**config.mk**
```make
export PLATFORM = sky130hd
export DESIGN_NAME = obst_ctrl
export DESIGN_NICKNAME = d
export VERILOG_FILES = /design/src/hdl/obst_pkg.sv /design/src/hdl/obst_ctrl.sv
export SDC_FILE = /design/constraint.sdc
export NUM_CORES = 1
export LEC_CHECK = 0
export BUFFER_PORTS_ARGS = -buffer_cell sky130_fd_sc_hd__buf_2
export CAP_MARGIN = 20
export CORE_AREA = 2 2 39 41
export CTS_CLUSTER_SIZE = 40
export DETAILED_ROUTE_END_ITERATION = 12
export DIE_AREA = 0 0 41 43
export MAX_ROUTING_LAYER = met4
export PLACE_DENSITY = 0.64
export SLEW_MARGIN = 30
export SYNTH_ARGS = -nofsm -noshare
export SYNTH_HDL_FRONTEND = slang
export SYNTH_SLANG_ARGS = --single-unit
```
**constraint.sdc**
```tcl
create_clock -name clk_i -period 2.55 [get_ports clk_i]
set_clock_uncertainty 0.15 [all_clocks]
set_input_delay 0.3825 -clock clk_i [delete_from_list [all_inputs] [get_ports clk_i]]
set_output_delay 0.3825 -clock clk_i [all_outputs]
set_load 0.03 [all_outputs]
```
**src/hdl/obst_pkg.sv**
```systemverilog
// Package: constants and types shared by the optimal BST cost block.
package obst_pkg;
  localparam int MaxKeys = 64;
  localparam int FreqBits = 16;
  localparam int IdxW = $clog2(MaxKeys);
  localparam int CntW = $clog2(MaxKeys + 1);
  localparam int AddrW = 2 * IdxW;
  localparam logic [31:0] CostMax = 32'hFFFF_FFFF;

  localparam logic [1:0] StatusOk = 2'd0;
  localparam logic [1:0] StatusEmpty = 2'd1;
  localparam logic [1:0] StatusOverflow = 2'd2;

  typedef struct packed {
    logic store;
    logic fill_init;
    logic diag_rd;
    logic diag_wr;
    logic row_rd;
    logic row_take;
    logic read_bounds;
    logic take_bounds;
    logic read_k;
    logic eval_k;
    logic write_cell;
    logic read_final;
    logic clear_set;
  } cmd_t;

  typedef struct packed {
    logic diag_done;
    logic k_done;
    logic j_done;
    logic i_done;
    logic empty;
  } sts_t;
endpackage

```
**src/hdl/obst_ctrl.sv**
```systemverilog
// Controller: sequences load, table fill, result hand-off.
module obst_ctrl (
  input  logic           clk_i,
  input  logic           rst_ni,
  input  logic           in_valid_i,
  input  logic           in_last_i,
  output logic           in_ready_o,
  output logic           out_valid_o,
  input  logic           out_ready_i,
  input  obst_pkg::sts_t sts_i,
  output obst_pkg::cmd_t cmd_o
);
  localparam logic [3:0] SLoad = 4'd0;
  localparam logic [3:0] SWait = 4'd1;
  localparam logic [3:0] SDiagRd = 4'd2;
  localparam logic [3:0] SDiagWr = 4'd3;
  localparam logic [3:0] SRowRd = 4'd4;
  localparam logic [3:0] SRowTk = 4'd5;
  localparam logic [3:0] SCellRd = 4'd6;
  localparam logic [3:0] SBndTk = 4'd7;
  localparam logic [3:0] SKRd = 4'd8;
  localparam logic [3:0] SKEv = 4'd9;
  localparam logic [3:0] SWrite = 4'd10;
  localparam logic [3:0] SFinRd = 4'd11;
  localparam logic [3:0] SOut = 4'd12;

  logic [3:0] state_q, state_d;

  assign in_ready_o = (state_q == SLoad);
  assign out_valid_o = (state_q == SOut);

  always_comb begin
    state_d = state_q;
    cmd_o = '0;
    case (state_q)
      SLoad: begin
        if (in_valid_i) begin
          cmd_o.store = 1'b1;
          if (in_last_i) state_d = SWait;
        end
      end
      SWait: begin
        if (sts_i.empty) state_d = SFinRd;
        else begin
          cmd_o.fill_init = 1'b1;
          state_d = SDiagRd;
        end
      end
      SDiagRd: begin
        cmd_o.diag_rd = 1'b1;
        state_d = SDiagWr;
      end
      SDiagWr: begin
        cmd_o.diag_wr = 1'b1;
        if (sts_i.diag_done) state_d = sts_i.i_done ? SFinRd : SRowRd;
        else state_d = SDiagRd;
      end
      SRowRd: begin
        cmd_o.row_rd = 1'b1;
        state_d = SRowTk;
      end
      SRowTk: begin
        cmd_o.row_take = 1'b1;
        state_d = SCellRd;
      end
      SCellRd: begin
        cmd_o.read_bounds = 1'b1;
        state_d = SBndTk;
      end
      SBndTk: begin
        cmd_o.take_bounds = 1'b1;
        state_d = SKRd;
      end
      SKRd: begin
        cmd_o.read_k = 1'b1;
        state_d = SKEv;
      end
      SKEv: begin
        cmd_o.eval_k = 1'b1;
        state_d = sts_i.k_done ? SWrite : SKRd;
      end
      SWrite: begin
        cmd_o.write_cell = 1'b1;
        if (sts_i.j_done) state_d = sts_i.i_done ? SFinRd : SRowRd;
        else state_d = SCellRd;
      end
      SFinRd: begin
        cmd_o.read_final = 1'b1;
        state_d = SOut;
      end
      SOut: begin
        if (out_ready_i) begin
          cmd_o.clear_set = 1'b1;
          state_d = SLoad;
        end
      end
      default: state_d = SLoad;
    endcase
  end

  always_ff @(posedge clk_i or negedge rst_ni) begin
    if (!rst_ni) begin
      state_q <= SLoad;
    end else begin
      state_q <= state_d;
    end
  end

`ifndef SYNTHESIS
  a_no_overlap: assert property (@(posedge clk_i) disable iff (!rst_ni)
    !(in_ready_o && out_valid_o));
  a_out_hold: assert property (@(posedge clk_i) disable iff (!rst_ni)
    out_valid_o && !out_ready_i |=> out_valid_o);
  a_back_to_load: assert property (@(posedge clk_i) disable iff (!rst_ni)
    out_valid_o && out_ready_i |=> in_ready_o);
  a_state_legal: assert property (@(posedge clk_i) disable iff (!rst_ni)
    state_q <= SOut);
`endif
endmodule

```
=== Yosys cells after proc, flatten, opt, wreduce, memory -nomap -nowiden ===
Cells that the tools add are included.

* Register bits after elaboration: 4
* Bits of input ports: 10
* Output and inout bits: 15
* Word-level logic and storage cells: 43

* Equality and inequality tests: 15
* Mux-type cells: 25
* Reductions and logical operators: 2

{| class="wikitable"
|+ Operators by type and width
! cell !! number
|-
| $pmux W4 S13 || 1
|-
| $mux W4 || 7
|-
| $eq A4 B4 Y1 const B || 5
|-
| $eq A4 B3 Y1 const B || 4
|-
| $mux W1 || 16
|-
| $eq A4 B2 Y1 const B || 2
|-
| $eq A4 B1 Y1 const B || 1
|-
| $logic_not A4 Y1 || 1
|-
| $ne A2 B2 Y1 const B || 2
|-
| $reduce_and A3 Y1 || 1
|-
| $mux W2 || 1
|-
| $ne A2 B1 Y1 const B || 1
|}

=== Depth between registers and ports, before layout ===
* Word-level depth: 3
* Mapped depth: 4
* Gate-level depth less buffers: 3

=== Least setup slack after synthesis ===
OpenSTA, ideal clock, no wires.

* Path type: register -> output
* Start: register state_q[1]
* End: output cmd_o[0] (netlist bit)
* Data arrival time: 1742 ps
* Required time: 2017 ps
* Setup slack: 275 ps
* Cell stages (with the launch flop): 4
* Path buffers: 1
* Cell sequence: dfrtp_1 > buf_2 > nor3_1 > and2_1

{| class="wikitable"
|+ RTL lines
! what !! RTL line !! RTL
|-
| from (decl) || obst_ctrl.sv:27 || <nowiki>logic [3:0] state_q, state_d;</nowiki>
|-
| from (signal assigned) || obst_ctrl.sv:103 || <nowiki>state_q <= SLoad;</nowiki>
|-
| from (signal assigned) || obst_ctrl.sv:105 || <nowiki>state_q <= state_d;</nowiki>
|-
| to (decl) || obst_ctrl.sv:11 || <nowiki>output obst_pkg::cmd_t cmd_o</nowiki>
|}

==> out/metrics.csv <==
stage;metric;value;unit
worst_setup_path;worst_setup_path_start_kind;register;
sta;worst_path_setup_slack_after_routing;0.399;ns
sta;actual_slew_at_the_worst_max_slew_pin;0.599;ns
global_route;grtUsageMet1;0.167;
sta;final_max_slew_viol_count;0;
floorplan;io-pin-count;25;
logic_synthesis;post_synth.cell_area_avg;8.36;µm²
floorplan;die_area;0.00176;mm²
worst_setup_path;arrival;1.62;ns
logic_synthesis;syn_inst;54;
clocking;cts_htree_levels;1;
pwr;power.share.clock;0.104;
pwr;power.switching;398;µW
layout;area_delta_synth_final;29.9;%
logic_synthesis;synth_register_bits;4;
clocking;clock_tree_root_driver_cell;sky130_fd_sc_hd__clkbuf_4;
global_route;number_of_antenna_violations_at_the_first_check_in_global_routing;0;
sta;final_period_minus_worst_setup_slack;2.15;ns
logic_synthesis;yosysWarnings;0;
route;detail-route-antenna-nets;0;
floorplan;std_cell_rows;14;
pwr;leakage;0.286;nW
route;tritonroute_pass_1_iters;5;
sta;timing_hold_violations_final;0;
global_route;grtUsageMet2;0.191;
global_route;busiest_layer;met2;
worst_setup_path;crit_path_max_fanout;17;
clocking;cts.clk_slew.worst_paths;0.04;ns
route;drc;0;
route;detail_route.iter0.violations;8;
layout;layout-drive-gt1-share;0.403;
status;run_status;complete, no violations;
sta;totalNegativeSetupSlack;0;ns
worst_setup_path;worstSetupEndpointType;primary output;
global_route;grt.met3_usage;0.0471;
route;via_count;482;
logic_synthesis;synth.area.top_cells;sky130_fd_sc_hd__dfrtp_1 22%, sky130_fd_sc_hd__nand2b_1 5.5%, sky130_fd_sc_hd__nor4bb_4 5.5%, sky130_fd_sc_hd__buf_6 5.0%, sky130_fd_sc_hd__nand3b_1 5.0%;
floorplan;initial_core_util;0.326;
sta;finalCritPeriodShare;0.843;
placed_design;io_buffer_count;24;
pwr;p_int;340;µW
pwr;power.combinational.fraction;0.581;
global_route;number_of_global_route_vias_before_repair;395;
floorplan;fp.coreArea;0.00138;mm²
route;drt-vias-per-instance;5.18;
layout;number_of_flip_flops_in_the_largest_register;4;
pwr;power.switching_fraction;0.540;
logic_synthesis;syn_nets;64;
sta;slew_headroom;0.601;
floorplan;die_width;41;µm
pwr;ir_worst_vdd;0.553;mV
route;routed_wl;1.06;mm
clocking;cts_made_buffers;3;
sta;setup_repair_after_global_routing_missed_its_margin;false;
floorplan;die_h;43;µm
global_route;grt_first_pass_wirelength;1.57;mm
clocking;worstSkewPairLatency;0.23;ns
worst_setup_path;timing.reg2reg.worst_path_depth;3;
logic_synthesis;post-synth-top-count-cell;sky130_fd_sc_hd__nor2_1;
sta;timing.final.setup_violations;0;
logic_synthesis;ys_seq_area_frac;0.222;
layout;num-nets-final;89;
worst_setup_path;regToRegEndpoint;state_q[3]$_DFFE_PN0P_;
placed_design;placed_cells;89;
pwr;sequential_share_of_power;0.315;
logic_synthesis;synth_area;452;µm²
logic_synthesis;synth_commonest_cells;6 x sky130_fd_sc_hd__nor2_1, 4 x sky130_fd_sc_hd__dfrtp_1, 4 x sky130_fd_sc_hd__nand2_1, 4 x sky130_fd_sc_hd__nand2b_1, 4 x sky130_fd_sc_hd__nor3_1;
layout;design_area;587;µm²
sta;hold_slack;0.257;ns
placed_design;place_area;554;µm²
worst_setup_path;path_class;register to primary output;
layout;final-instance-count-excl-fill;93;
job;maxCapViolCount;0;
layout;insertedDiodeCount;0;
placed_design;pre_cts_slack;0.661;ns
pwr;power_per_cell_area;1260;mW/mm²
worst_setup_path;setup.reg_to_reg.worst_slack;0.72;ns
logic_synthesis;synth-edff-count;0;
placed_design;finalWeightedCongestion;0.730;
worst_hold_path;min-delay-path-class;input pin to register;
logic_synthesis;synth.largest_area_cell;sky130_fd_sc_hd__dfrtp_1;
worst_hold_path;min_delay_startpoint;in_last_i;
global_route;maximum_number_of_pins_on_one_net_before_global_route_repair;18;
logic_synthesis;synth.lib_cells_used.distinct;28;
clocking;clockBufferDepth;2;
worst_setup_path;regToRegStartpoint;state_q[3]$_DFFE_PN0P_;
clocking;cts.sinks;4;
worst_setup_path;worst_ep_required_time;2.02;ns
global_route;grt_usage;0.132;
logic_synthesis;ys.flop_type;sky130_fd_sc_hd__dfrtp_1;
worst_hold_path;hold_end;state_q[0]$_DFFE_PN0P_;
clocking;tritoncts;yes;
worst_hold_path;hold_path_depth;3;
logic_synthesis;share_of_async_settable_or_async_resettable_flops_after_synthesis;1.00;
placed_design;hpwlAfterDp;773;µm
layout;reg_top3;state_q x4;
logic_synthesis;post-synth-top-area-fraction;0.222;
route;wire_per_inst;11.4;µm
sta;fmax;465;MHz
global_route;grt-ovfl-total;0;
worst_setup_path;setup.worst_path.start;state_q[3]$_DFFE_PN0P_;
layout;regMostFlops;state_q;
## stage by stage
step	power (mW)	utilization
floorplan	0.592	-
global placement	0.660	0.401
detailed placement	0.659	0.401
CTS	0.742	0.424
global route	0.793	0.424
finish	0.738	0.424
## worst max-delay path by stage
stage	end	slack, ns
after floorplan	cmd_o[0]	0.28
final	cmd_o[0]	0.40
after global routing	cmd_o[11]	0.27
after global placement	cmd_o[0]	0.66
after detailed placement	cmd_o[0]	0.66
after CTS	cmd_o[0]	0.40
## cell type report
| type | instances | area, µm² |
|---|---|---|
| flip-flops and latches | 4 | 100 |
| repair buffers | 25 | 130 |
| well taps | 16 | 20.0 |
| inverters | 1 | 3.75 |
| multi-input cells | 44 | 310 |
| fillers | 146 | 797 |
| clock buffers | 3 | 22.5 |
## logic make-up after synthesis
family	after synthesis	synth area share
flops	4	0.222
compound gates	13	0.230
simple gates	31	0.457
buf+inv	6	0.0914
## power groups by stage
stage | registers, mW | logic [mW] | clock network, mW
after floorplan | 0.130 | 0.462 | 0
after global placement | 0.230 | 0.430 | 0
after detailed placement | 0.229 | 0.431 | 0
after CTS | 0.228 | 0.433 | 0.0804
after global routing | 0.242 | 0.466 | 0.0850
final | 0.232 | 0.429 | 0.0769
## metal layers
layer,part of all wire,up-vias,wire [µm]
li1,-,250,-
met5,0,-,0
met4,0,0,0
met2,0.49,14,524
met3,0.047,0,50
met1,0.46,218,484
## repair_timing
action / 4_1_cts / 5_1_grt
endpoints found under the hold margin: 4 / 0
gates resized for setup: 0 / 0
hold buffers: 1 / 0
buffers inserted: 0 / 0
## critical path, stage by stage, from the launching register on
cell and delay (ns):
sky130_fd_sc_hd__dfrtp_1 0.71, sky130_fd_sc_hd__nand2_1 0.14, sky130_fd_sc_hd__nor3_1 0.19, sky130_fd_sc_hd__and2_1 0.15, sky130_fd_sc_hd__buf_2 0.18
## layout by cell type, fill, tap and decap left out, types with 2 or more instances in the layout
cell type / instances
sky130_fd_sc_hd__and2_1: 2
sky130_fd_sc_hd__dfrtp_1: 4
sky130_fd_sc_hd__buf_2: 24
sky130_fd_sc_hd__nand2_1: 4
sky130_fd_sc_hd__nor3_1: 4
sky130_fd_sc_hd__nand2b_1: 4
sky130_fd_sc_hd__o21ai_0: 2
sky130_fd_sc_hd__nor2b_1: 2
sky130_fd_sc_hd__nor2_1: 6
sky130_fd_sc_hd__nand3b_1: 3
sky130_fd_sc_hd__a21oi_1: 2
sky130_fd_sc_hd__clkbuf_4: 3
Note: power is estimated with default switching activity, not from simulation.
